File: config.mk
export PLATFORM = sky130hd
export DESIGN_NAME = dirty_rect_table_merger
export DESIGN_NICKNAME = d
export VERILOG_FILES = /design/src/drtm_pkg.sv /design/src/drtm_ram.sv /design/src/dirty_rect_table_merger.sv
export SDC_FILE = /design/constraint.sdc
export NUM_CORES = 2
export LEC_CHECK = 0
export BUFFER_PORTS_ARGS = -buffer_cell sky130_fd_sc_hd__buf_2
export CAP_MARGIN = 25
export CORE_MARGIN = 8
export CORE_UTILIZATION = 35
export DETAILED_ROUTE_END_ITERATION = 8
export PLACE_DENSITY = 0.62
export SLEW_MARGIN = 20
export SYNTH_ARGS = -nofsm -noshare
export SYNTH_HDL_FRONTEND = slang
export SYNTH_SLANG_ARGS = --single-unit
File: constraint.sdc
create_clock -name i_clk -period 14.5 [get_ports i_clk]
set_input_delay 2.9 -clock i_clk [delete_from_list [all_inputs] [get_ports i_clk]]
set_output_delay 2.9 -clock i_clk [all_outputs]
set_load 0.02 [all_outputs]
File: src/drtm_pkg.sv
// Shared types and codes for the dirty rectangle table merger.
package drtm_pkg;

    localparam int unsigned CoordW = 12;
    localparam int unsigned ResW   = 13;
    localparam int unsigned AreaW  = 26;

    localparam logic [1:0] KIND_ADD   = 2'd0;
    localparam logic [1:0] KIND_CLEAR = 2'd1;
    localparam logic [1:0] KIND_MERGE = 2'd2;

    localparam logic [2:0] ST_ADDED    = 3'd0;
    localparam logic [2:0] ST_COVERED  = 3'd1;
    localparam logic [2:0] ST_OFFSCR   = 3'd2;
    localparam logic [2:0] ST_OVERFLOW = 3'd3;
    localparam logic [2:0] ST_CLEARED  = 3'd4;
    localparam logic [2:0] ST_SURVIVOR = 3'd5;
    localparam logic [2:0] ST_EMPTY    = 3'd6;

    localparam logic [1:0] CFG_WIDTH  = 2'd0;
    localparam logic [1:0] CFG_HEIGHT = 2'd1;

    typedef struct packed {
        logic [CoordW-1:0] b;
        logic [CoordW-1:0] r;
        logic [CoordW-1:0] t;
        logic [CoordW-1:0] l;
    } t_box;

    typedef struct packed {
        logic [2:0] status;
        logic       wake;
        t_box       box;
        logic [3:0] slot;
        logic [4:0] total;
        logic       last;
    } t_res;

    typedef enum logic [3:0] {
        S_IDLE,
        S_ADD_RD,
        S_ADD_CHK,
        S_MRG_D,
        S_MRG_A,
        S_MRG_S,
        S_MRG_B,
        S_MRG_C,
        S_EMIT_S,
        S_EMIT_D,
        S_OUT
    } t_state;

endpackage

File: src/drtm_ram.sv
// Generic single write port, single read port RAM with registered read.
module drtm_ram #(
    parameter int unsigned WIDTH = 48,
    parameter int unsigned DEPTH = 16
) (
    input  logic                                         i_clk,
    input  logic                                         i_we,
    input  logic [((DEPTH > 1) ? $clog2(DEPTH) : 1)-1:0] i_waddr,
    input  logic [WIDTH-1:0]                             i_wdata,
    input  logic                                         i_re,
    input  logic [((DEPTH > 1) ? $clog2(DEPTH) : 1)-1:0] i_raddr,
    output logic [WIDTH-1:0]                             o_rdata
);
    logic [WIDTH-1:0] mem [DEPTH];
    logic [WIDTH-1:0] r_rdata;

    always_ff @(posedge i_clk) begin
        if (i_we) begin
            mem[i_waddr] <= i_wdata;
        end
        if (i_re) begin
            r_rdata <= mem[i_raddr];
        end
    end

    assign o_rdata = r_rdata;
endmodule

File: src/dirty_rect_table_merger.sv
// Dirty rectangle table: clip/contain/append, clear, and pairwise merge with survivor output.
// Add scans the stored entries with one RAM read per entry; merge runs a pairwise pass and
// then emits each survivor. The single read port of the rectangle RAM paces both scans.
// One item is worked on at a time.
// Reset: entry count and absorbed flags cleared, width 320, height 240; table RAM undefined.
module dirty_rect_table_merger #(
    parameter int unsigned TABLE_DEPTH = 16
) (
    input  logic        i_clk,
    input  logic        i_rst_n,
    input  logic        i_s_axis_tvalid,
    output logic        o_s_axis_tready,
    input  logic [63:0] i_s_axis_tdata,  // rect_left, rect_top, rect_right, rect_bottom
    input  logic [1:0]  i_s_axis_tuser,  // kind
    output logic        o_m_axis_tvalid,
    input  logic        i_m_axis_tready,
    // wake_render, out_left, out_top, out_right, out_bottom, entry_slot, entry_total, pad
    output logic [63:0] o_m_axis_tdata,
    output logic [2:0]  o_m_axis_tuser,  // status
    output logic        o_m_axis_tlast,  // last_result
    input  logic        i_cfg_valid,
    output logic        o_cfg_ready,
    input  logic [1:0]  i_cfg_index,
    input  logic [12:0] i_cfg_data
);
    localparam int unsigned CW = $clog2(TABLE_DEPTH + 1);
    localparam int unsigned IW = (TABLE_DEPTH > 1) ? $clog2(TABLE_DEPTH) : 1;
    localparam int unsigned BW = $bits(drtm_pkg::t_box);

    drtm_pkg::t_state r_state, n_state, r_ret, n_ret;
    logic [CW-1:0] r_cnt, n_cnt, r_i, n_i, r_d, n_d, r_s, n_s;
    logic [TABLE_DEPTH-1:0] r_flags, n_flags;
    drtm_pkg::t_box r_a, n_a, r_c, n_c, r_j, n_j;
    logic [drtm_pkg::AreaW-1:0] r_pj, r_pa, r_pb, n_pj, n_pa, n_pb;
    logic r_touch, n_touch;
    drtm_pkg::t_res r_res, n_res;
    logic [12:0] r_w, r_h;

    logic        r_m_valid;
    drtm_pkg::t_res r_m;

    logic          mem_we, mem_re;
    logic [IW-1:0] mem_waddr, mem_raddr;
    drtm_pkg::t_box mem_wdata, mem_rdata;

    logic s_acc;
    logic out_free;
    logic [12:0] eff_w, eff_h;
    logic signed [16:0] scr_r, scr_b, in_l, in_t, in_r, in_b, cl, ct, cr, cb;
    logic off_scr;
    drtm_pkg::t_box clip_box, scr_box;
    logic contained, later;
    logic [12:0] ext_jw, ext_jh, ext_aw, ext_ah, ext_bw, ext_bh;

    drtm_ram #(.WIDTH(BW), .DEPTH(TABLE_DEPTH)) u_ram (
        .i_clk   (i_clk),
        .i_we    (mem_we),
        .i_waddr (mem_waddr),
        .i_wdata (mem_wdata),
        .i_re    (mem_re),
        .i_raddr (mem_raddr),
        .o_rdata (mem_rdata)
    );

    assign o_s_axis_tready = (r_state == drtm_pkg::S_IDLE);
    assign s_acc           = i_s_axis_tvalid && o_s_axis_tready;
    assign out_free        = !r_m_valid || i_m_axis_tready;
    assign o_cfg_ready     = 1'b1;

    // clipping
    always_comb begin
        eff_w = (r_w > 13'd4096) ? 13'd4096 : r_w;
        eff_h = (r_h > 13'd4096) ? 13'd4096 : r_h;
        scr_r = $signed({4'b0, eff_w}) - 17'sd1;
        scr_b = $signed({4'b0, eff_h}) - 17'sd1;
        in_l  = 17'($signed(i_s_axis_tdata[15:0]));
        in_t  = 17'($signed(i_s_axis_tdata[31:16]));
        in_r  = 17'($signed(i_s_axis_tdata[47:32]));
        in_b  = 17'($signed(i_s_axis_tdata[63:48]));
        cl = (in_l < 17'sd0) ? 17'sd0 : in_l;
        ct = (in_t < 17'sd0) ? 17'sd0 : in_t;
        cr = (in_r > scr_r) ? scr_r : in_r;
        cb = (in_b > scr_b) ? scr_b : in_b;
        off_scr = (cl > cr) || (ct > cb);
        clip_box.l = cl[11:0];
        clip_box.t = ct[11:0];
        clip_box.r = cr[11:0];
        clip_box.b = cb[11:0];
        scr_box.l = '0;
        scr_box.t = '0;
        scr_box.r = scr_r[11:0];
        scr_box.b = scr_b[11:0];
    end

    assign contained = (r_c.l >= mem_rdata.l) && (r_c.t >= mem_rdata.t) &&
                       (r_c.r <= mem_rdata.r) && (r_c.b <= mem_rdata.b);

    always_comb begin
        later = 1'b0;
        for (int k = 0; k < TABLE_DEPTH; k++) begin
            if (!r_flags[k] && (CW'(k) > r_i) && (CW'(k) < r_cnt)) begin
                later = 1'b1;
            end
        end
    end

    // bounding box and areas for one merge candidate
    always_comb begin
        n_j.l = (r_a.l < mem_rdata.l) ? r_a.l : mem_rdata.l;
        n_j.t = (r_a.t < mem_rdata.t) ? r_a.t : mem_rdata.t;
        n_j.r = (r_a.r > mem_rdata.r) ? r_a.r : mem_rdata.r;
        n_j.b = (r_a.b > mem_rdata.b) ? r_a.b : mem_rdata.b;
        n_touch = !((r_a.l > mem_rdata.r) || (mem_rdata.l > r_a.r) ||
                    (r_a.t > mem_rdata.b) || (mem_rdata.t > r_a.b));
        ext_jw = {1'b0, n_j.r} - {1'b0, n_j.l} + 13'd1;
        ext_jh = {1'b0, n_j.b} - {1'b0, n_j.t} + 13'd1;
        ext_aw = {1'b0, r_a.r} - {1'b0, r_a.l} + 13'd1;
        ext_ah = {1'b0, r_a.b} - {1'b0, r_a.t} + 13'd1;
        ext_bw = {1'b0, mem_rdata.r} - {1'b0, mem_rdata.l} + 13'd1;
        ext_bh = {1'b0, mem_rdata.b} - {1'b0, mem_rdata.t} + 13'd1;
        n_pj = ext_jw * ext_jh;
        n_pa = ext_aw * ext_ah;
        n_pb = ext_bw * ext_bh;
    end

    always_comb begin
        n_state = r_state;
        n_ret   = r_ret;
        n_cnt   = r_cnt;
        n_i     = r_i;
        n_d     = r_d;
        n_s     = r_s;
        n_flags = r_flags;
        n_a     = r_a;
        n_c     = r_c;
        n_res   = r_res;
        mem_we    = 1'b0;
        mem_waddr = r_cnt[IW-1:0];
        mem_wdata = r_c;
        mem_re    = 1'b0;
        mem_raddr = r_i[IW-1:0];
        unique case (r_state)
            drtm_pkg::S_IDLE: begin
                if (s_acc) begin
                    n_res = '0;
                    n_ret = drtm_pkg::S_IDLE;
                    n_i   = '0;
                    n_d   = '0;
                    n_res.last  = 1'b1;
                    n_res.total = 5'(r_cnt);
                    unique case (i_s_axis_tuser)
                        drtm_pkg::KIND_ADD: begin
                            n_c = clip_box;
                            if (off_scr) begin
                                n_res.status = drtm_pkg::ST_OFFSCR;
                                n_state = drtm_pkg::S_OUT;
                            end else begin
                                n_state = drtm_pkg::S_ADD_RD;
                            end
                        end
                        drtm_pkg::KIND_CLEAR: begin
                            n_cnt   = '0;
                            n_flags = '0;
                            n_res.status = drtm_pkg::ST_CLEARED;
                            n_res.total  = '0;
                            n_state = drtm_pkg::S_OUT;
                        end
                        drtm_pkg::KIND_MERGE: begin
                            n_flags = '0;
                            n_state = drtm_pkg::S_MRG_D;
                        end
                        default: n_state = drtm_pkg::S_IDLE;
                    endcase
                end
            end
            drtm_pkg::S_ADD_RD: begin
                if (r_i == r_cnt) begin
                    mem_we = 1'b1;
                    n_res.wake = 1'b1;
                    if (r_cnt < CW'(TABLE_DEPTH)) begin
                        mem_waddr = r_cnt[IW-1:0];
                        mem_wdata = r_c;
                        n_cnt = r_cnt + 1'b1;
                        n_res.status = drtm_pkg::ST_ADDED;
                        n_res.box    = r_c;
                        n_res.slot   = 4'(r_cnt);
                        n_res.total  = 5'(r_cnt + 1'b1);
                    end else begin
                        mem_waddr = '0;
                        mem_wdata = scr_box;
                        n_cnt = CW'(1);
                        n_res.status = drtm_pkg::ST_OVERFLOW;
                        n_res.box    = scr_box;
                        n_res.slot   = '0;
                        n_res.total  = 5'd1;
                    end
                    n_state = drtm_pkg::S_OUT;
                end else begin
                    mem_re    = 1'b1;
                    mem_raddr = r_i[IW-1:0];
                    n_state   = drtm_pkg::S_ADD_CHK;
                end
            end
            drtm_pkg::S_ADD_CHK: begin
                if (contained) begin
                    n_res.status = drtm_pkg::ST_COVERED;
                    n_res.box    = r_c;
                    n_res.slot   = 4'(r_i);
                    n_state = drtm_pkg::S_OUT;
                end else begin
                    n_i = r_i + 1'b1;
                    n_state = drtm_pkg::S_ADD_RD;
                end
            end
            drtm_pkg::S_MRG_D: begin
                if (r_d == r_cnt) begin
                    n_i = '0;
                    n_state = drtm_pkg::S_EMIT_S;
                end else if (r_flags[r_d[IW-1:0]]) begin
                    n_d = r_d + 1'b1;
                end else begin
                    mem_re    = 1'b1;
                    mem_raddr = r_d[IW-1:0];
                    n_state   = drtm_pkg::S_MRG_A;
                end
            end
            drtm_pkg::S_MRG_A: begin
                n_a = mem_rdata;
                n_s = '0;
                n_state = drtm_pkg::S_MRG_S;
            end
            drtm_pkg::S_MRG_S: begin
                if (r_s == r_cnt) begin
                    mem_we    = 1'b1;
                    mem_waddr = r_d[IW-1:0];
                    mem_wdata = r_a;
                    n_d = r_d + 1'b1;
                    n_state = drtm_pkg::S_MRG_D;
                end else if (r_flags[r_s[IW-1:0]] || (r_s == r_d)) begin
                    n_s = r_s + 1'b1;
                end else begin
                    mem_re    = 1'b1;
                    mem_raddr = r_s[IW-1:0];
                    n_state   = drtm_pkg::S_MRG_B;
                end
            end
            drtm_pkg::S_MRG_B: begin
                n_state = drtm_pkg::S_MRG_C;
            end
            drtm_pkg::S_MRG_C: begin
                if (r_touch && ({1'b0, r_pj} < ({1'b0, r_pa} + {1'b0, r_pb}))) begin
                    n_a = r_j;
                    n_flags[r_s[IW-1:0]] = 1'b1;
                end
                n_s = r_s + 1'b1;
                n_state = drtm_pkg::S_MRG_S;
            end
            drtm_pkg::S_EMIT_S: begin
                if (r_i == r_cnt) begin
                    n_res.status = drtm_pkg::ST_EMPTY;
                    n_res.last   = 1'b1;
                    n_ret   = drtm_pkg::S_IDLE;
                    n_state = drtm_pkg::S_OUT;
                end else if (r_flags[r_i[IW-1:0]]) begin
                    n_i = r_i + 1'b1;
                end else begin
                    mem_re    = 1'b1;
                    mem_raddr = r_i[IW-1:0];
                    n_state   = drtm_pkg::S_EMIT_D;
                end
            end
            drtm_pkg::S_EMIT_D: begin
                n_res.status = drtm_pkg::ST_SURVIVOR;
                n_res.wake   = 1'b0;
                n_res.box    = mem_rdata;
                n_res.slot   = 4'(r_i);
                n_res.last   = !later;
                n_ret   = later ? drtm_pkg::S_EMIT_S : drtm_pkg::S_IDLE;
                n_i     = r_i + 1'b1;
                n_state = drtm_pkg::S_OUT;
            end
            drtm_pkg::S_OUT: begin
                if (out_free) begin
                    n_state = r_ret;
                end
            end
            default: n_state = drtm_pkg::S_IDLE;
        endcase
    end

    always_ff @(posedge i_clk) begin
        if (!i_rst_n) begin
            r_state   <= drtm_pkg::S_IDLE;
            r_ret     <= drtm_pkg::S_IDLE;
            r_cnt     <= '0;
            r_flags   <= '0;
            r_m_valid <= 1'b0;
            r_w       <= 13'd320;
            r_h       <= 13'd240;
        end else begin
            r_state <= n_state;
            r_ret   <= n_ret;
            r_cnt   <= n_cnt;
            r_flags <= n_flags;
            if (r_state == drtm_pkg::S_OUT && out_free) begin
                r_m_valid <= 1'b1;
            end else if (i_m_axis_tready) begin
                r_m_valid <= 1'b0;
            end
            if (i_cfg_valid && o_cfg_ready) begin
                case (i_cfg_index)
                    drtm_pkg::CFG_WIDTH:  r_w <= i_cfg_data;
                    drtm_pkg::CFG_HEIGHT: r_h <= i_cfg_data;
                    default: ;
                endcase
            end
        end
    end

    always_ff @(posedge i_clk) begin
        r_i     <= n_i;
        r_d     <= n_d;
        r_s     <= n_s;
        r_a     <= n_a;
        r_c     <= n_c;
        r_res   <= n_res;
        r_j     <= n_j;
        r_touch <= n_touch;
        r_pj    <= n_pj;
        r_pa    <= n_pa;
        r_pb    <= n_pb;
        if (r_state == drtm_pkg::S_OUT && out_free) begin
            r_m <= r_res;
        end
    end

    assign o_m_axis_tvalid = r_m_valid;
    assign o_m_axis_tuser  = r_m.status;
    assign o_m_axis_tlast  = r_m.last;
    assign o_m_axis_tdata  = {6'b0, r_m.total, r_m.slot, r_m.box.b, r_m.box.r,
                              r_m.box.t, r_m.box.l, r_m.wake};

    a_cnt_range: assert property (@(posedge i_clk) disable iff (!i_rst_n)
        r_cnt <= CW'(TABLE_DEPTH))
        else $error("entry count above table depth");

    a_no_rw_clash: assert property (@(posedge i_clk) disable iff (!i_rst_n)
        !(mem_we && mem_re && (mem_waddr == mem_raddr)))
        else $error("RAM read and write of one entry in one cycle");

    a_clear: assert property (@(posedge i_clk) disable iff (!i_rst_n)
        (s_acc && i_s_axis_tuser == drtm_pkg::KIND_CLEAR) |=> (r_cnt == '0) && (r_flags == '0))
        else $error("clear did not empty the table");

    a_scan_live: assert property (@(posedge i_clk) disable iff (!i_rst_n)
        (r_state == drtm_pkg::S_MRG_B) |-> (!r_flags[r_s[IW-1:0]] && (r_s != r_d)))
        else $error("merge compared an absorbed entry or itself");
endmodule
---- After elaboration in Yosys (flattened, before gate mapping) ----
Memories as Yosys holds them, arrays and structs flattened. A register that Yosys moved wholly into a read port is not among the register bits.
Index checks and enable logic that the tools add are counted.
word-level totals
  register bits after elaboration ......... 418
  RAM bits ................................ 768
  input port bits ......................... 86
  output and inout port bits .............. 71
  memories kept ........................... 1
operators by class
  $add $sub $neg .......................... 19
  $mul .................................... 3
  order comparisons ....................... 58
  equality and inequality tests ........... 36
  multiplexer cells ....................... 118
  bitwise operators ....................... 1
  reduce and logical (&&, ||, !) cells .... 94
memories
  memory     depth  width  read ports  clocked after Yosys merged registers in  write ports  RTL line        text
  u_ram.mem  16     48     1           1                                        1            drtm_ram.sv:14  logic [WIDTH-1:0] mem [DEPTH];
operators with widths
  cell                     count
  $pmux W52 S4             1
  $mux W48                 4
  $pmux W48 S2             2
  $mux W4                  21
  $add A13 B1 Y13 const B  6
  $mul A13 B13 Y26         3
  $sub A12 B12 Y13         6
  $gt A12 B12 Y1           6
  $mux W5                  14
  $mux W17                 4
  $mux W62                 1
  $mux W61                 1
  $mux W57                 1
  $mux W52                 1
  $mux W12                 4
  $mux W16                 3
  $gt A4 B5 Y1 const A     8
  $lt A4 B5 Y1 const A     8
  $pmux W4 S10             1
  $logic_and A1 B1 Y1      39
  $gt A17 B17 Y1           2
  $mux W1                  34
  $gt A16 B14 Y1           2
  $lt A16 B1 Y1 const B    2
  58 further kinds         155

---- Longest topological paths before layout ----
  depth after elaboration ................. 21
  gate-level depth with buffers ........... 46

---- Modules after synthesis ----
Synthesis repeated with hierarchy kept, for this count alone.
unflattened totals
  cells, all modules ...................... 5892
  area total of the unflattened synthesis .. 73952.2 um^2
by module, submodules not included
  module                   times used  cells an instance  area each (um^2)
  dirty_rect_table_merger  1           4650               43780.7
  drtm_ram                 1           1242               30171.4

---- Least setup slack after synthesis ----
No wires, ideal clock.
  kind .................................... register -> register
  start point ............................. register u_ram.r_rdata[1] (netlist: u_ram.o_rdata[1]), read port of u_ram.mem
  end point ............................... register r_pj[25] (netlist name)
  library setup time ...................... 79 ps
  data arrival time ....................... 9895 ps
  path slack .............................. 4526 ps
  stages on the path, launching flop included .. 42
  buffers on the path ..................... 1
  period minus slack after synthesis ...... 9974 ps
  cell sequence ........................... edfxtp_1 inv_1 ha_1 a21o_1 a21o_1 a21o_1 a21o_1 a21oi_1 o21ai_0 a211o_1 a21oi_1 clkbuf_1 mux2i_1 ha_1 ha_1 a21o_1 a21oi_1 o21bai_1 (+6 left out) nand2_1 fa_1 inv_1 ha_1 fa_1 fa_1 inv_1 fa_1 inv_1 ha_1 and3_1 a21oi_1 nand3_1 a31oi_1 o21ai_0 a2111o_1 a2111o_1 o211ai_1
between the ends
  cells in the longest elaborated chain, start to end .. 5
RTL lines
  what                  RTL line                        text
  start, declared       drtm_ram.sv:15                  logic [WIDTH-1:0] r_rdata;
  $lt A12 B12 Y1        dirty_rect_table_merger.sv:109  n_j.l = (r_a.l < mem_rdata.l) ? r_a.l : mem_rdata.l;
  $mux W12 *            dirty_rect_table_merger.sv:109
  $sub A12 B12 Y13 *    dirty_rect_table_merger.sv:115  ext_jw = {1'b0, n_j.r} - {1'b0, n_j.l} + 13'd1;
  $add A13 B1 Y13 *     dirty_rect_table_merger.sv:115
  $mul A13 B13 Y26 *    dirty_rect_table_merger.sv:121  n_pj = ext_jw * ext_jh;
  via n_pj (one bit)    dirty_rect_table_merger.sv:34   logic [drtm_pkg::AreaW-1:0] r_pj, r_pa, r_pb, n_pj, n_pa, n_pb;
  end signal, assigned  dirty_rect_table_merger.sv:329  r_pj <= n_pj;
  end, declared         dirty_rect_table_merger.sv:34
The timed path passes the listed nets; every way through them passes the cells marked *.
A chain may end at the register's enable or synchronous reset.

==> reports/results.tsv <==
stage	metric	value	unit
timing	fin crit period	11.12	ns
clock_tree	CTS tree	built	
clock_tree	clock latency on the worst-skew pair	0.81	ns
synthesis	library cells used by synthesis	82	
finish	nets@finish	7986	
synthesis	top cells by area, synth	edfxtp_1, ha_1, fa_1	
detailed_routing	Vias/cell	5.364	
synthesis	leading area contributor after synthesis	edfxtp_1	
critical_path	most used cell, CP	fa_1	
critical_path	Critical Path AT	11.78	ns
clock_tree	Clock Tree Buf Depth	3	
synthesis	Mean Syn Cell Area	10.96	um2
grt	largest net degree at the start of global routing	181	
detailed_routing	initial DRC count	5573	
die	standard-cell rows	169	
synthesis	Seq cells post-synth	1231	
timing	max_slew headroom	0.2176	
die	core area	212100	um2
grt	Total Routing Usage GR	0.1952	
synthesis	Most used DFF post-synth	edfxtp_1	
synthesis	count leader, synth	nand2_1	
detailed_routing	DRC	0	
synthesis	sequential share of the synthesized area	0.4711	
finish	Syn-to-layout area delta	12.03	%
clock_tree	cts bufs inserted	134	
grt	antenna violations before repair	10	
timing	period utilization	0.7666	
timing	worst-margin pin slew	1.165	ns
clock_tree	clk slew on worst S/H paths	0.06	ns
die	Die W	477.8	um
critical_path	slowest CP cell	xor2_1	
timing	clock skew	0.07225	ns
clock_tree	CTS Hold Buffers Added	0	
detailed_routing	antenna viol nets, final	0	
place	Port Buffer Count	149	
die	chip height	477.8	um
timing	# setup viols final	0	
critical_path	Critical Path Start Type	flip-flop	
critical_path	Crit Path Max Fanout	14	
detailed_routing	routed length per instance	23.37	um
critical_path	slowest cell delay on critical path	0.74	ns
timing	fin. max-slew vios	0	
critical_path	Worst EP required	15.16	ns
synthesis	post-synth top area share	0.4229	
timing	post-route setup TNS	0	ns
die	Initial Util	0.3519	
synthesis	ys async rst share	0	
synthesis	EDFF count, synth	1051	
grt	first-pass GRT wire length	341300	um
run	Max-Cap Viols	0	
synthesis	Post-synth top cells	nand2_1, edfxtp_1, inv_1, ha_1, a21oi_1	
die	DIE AREA	228300	um2
critical_path	crit path kind	flip-flop to flip-flop	
clock_tree	post_cts resized	0	
detailed_routing	vias	52803	
timing	Fmax	89.96	MHz
detailed_routing	Pre-antenna DRT Iters	6	
place	dpl hpwl	160000	um
status	outcome	finished clean	
synthesis	Mapped Area	74630	um2
critical_path	Setup crit end kind	flip-flop	
finish	layout cells sized above 1	0.08946	
die	# IOs	157	
grt	vias in the first global route	52312	
synthesis	Synth warnings	0	
place	routability congestion estimate	0.9586	
timing	RSZ-0062 raised after global routing	false	
timing	final hold vios	0	
clock_tree	# clock sinks	1231	
synthesis	Syn Inst Count	6807	
grt	grt ovf	0	
clock_tree	H-tree depth	4	
clock_tree	Post-CTS Setup Inserts	0	
clock_tree	Root Driver	clkbuf_16	
min_path	Hold Path Class	flip-flop to flip-flop	
detailed_routing	routed wire length	230100	um
-- worst max-delay path: cells and delay by family, from the launching register on --
family	cells	cell delay [ns]
AOI/OAI and AO/OA	17	4.15
xor gates and xnor gates	1	0.74
adders and majority gates	9	3.90
buffers and inverters	5	0.59
DFF	1	0.45
and+or+nand+nor	8	1.12
-- path summary, 6_finish.rpt --
check                     from           endpoint  slack (ns)  cells after the start
min reg2reg          r_res[11]  o_m_axis_tdata[2]        0.42                      0
max reg2reg  u_ram.o_rdata[37]           r_pj[25]        3.38                     40
max          u_ram.o_rdata[37]           r_pj[25]        3.38                     40
min                  r_res[11]  o_m_axis_tdata[2]        0.42                      0
-- flip-flops by register name (all words and copies together), names as in the netlist, 16 cells and up --
register,cells
r_flags,16
r_pb,26
r_res,62
r_j,48
u_ram.o_rdata,48
u_ram.mem,768
r_pa,26
o_m_axis_tdata,58
r_pj,26
r_a,48
r_c,48
-- final cells by class --
class	count	area (um2)
Sequential cell	1231	35160
Clock inverter	77	979.7
Timing Repair Buffer	278	1838
Clock buffer	169	3505
Antenna cell	3	7.507
Fill cell	20221	128500
Multi-Input combinational cell	4618	36160
Inverter	647	2429
Tap cell	2821	3530
-- kinds of logic after synthesis --
group	Yosys count	share of synthesized area
buf+inv	963	0.05056
other cells	2	0.0001006
compound gates	1174	0.1026
fa+ha+maj	991	0.2033
mux	175	0.02669
xor+xnor	190	0.02230
simple gates	2081	0.1233
flops	1231	0.4711
-- cells in the final DEF (no fill, tap or decap), types with 115 or more instances in the layout --
cell	instances
buf_4	119
and2_1	178
nor2_1	220
clkbuf_16	134
o21ai_0	149
ha_1	620
inv_1	646
buf_2	150
nand3_1	162
dfxtp_1	180
a21oi_1	383
fa_1	370
edfxtp_1	1051
xnor2_1	115
nand2_1	1188
-- stage by stage --
step | hold slack, ns | setup WS [ns] | util | instances | area, um2
3_3_place_gp | 0.4019 | 3.506 | 0.3721 | 9583 | 78920
6_report | 0.4181 | 3.384 | 0.3942 | 9844 | 83610
2_1_floorplan | 0.4003 | 4.526 | - | 6812 | 74650
3_5_place_dp | 0.4045 | 3.490 | 0.3724 | 9588 | 78980
4_1_cts | 0.4186 | 3.413 | 0.3936 | 9834 | 83470
5_1_grt | 0.4225 | 2.527 | 0.3942 | 9843 | 83610
-- layer usage --
layer,vias up,track usage,wire [um]
met4,2,0.07629,9890
met3,372,0.03020,16750
met2,2076,0.3158,105900
li1,23983,-,-
met1,26370,0.2637,97570
met5,-,0,13
Power is not shown: default switching activity piles up to over one toggle a cycle in this logic, so the estimate is an artifact.
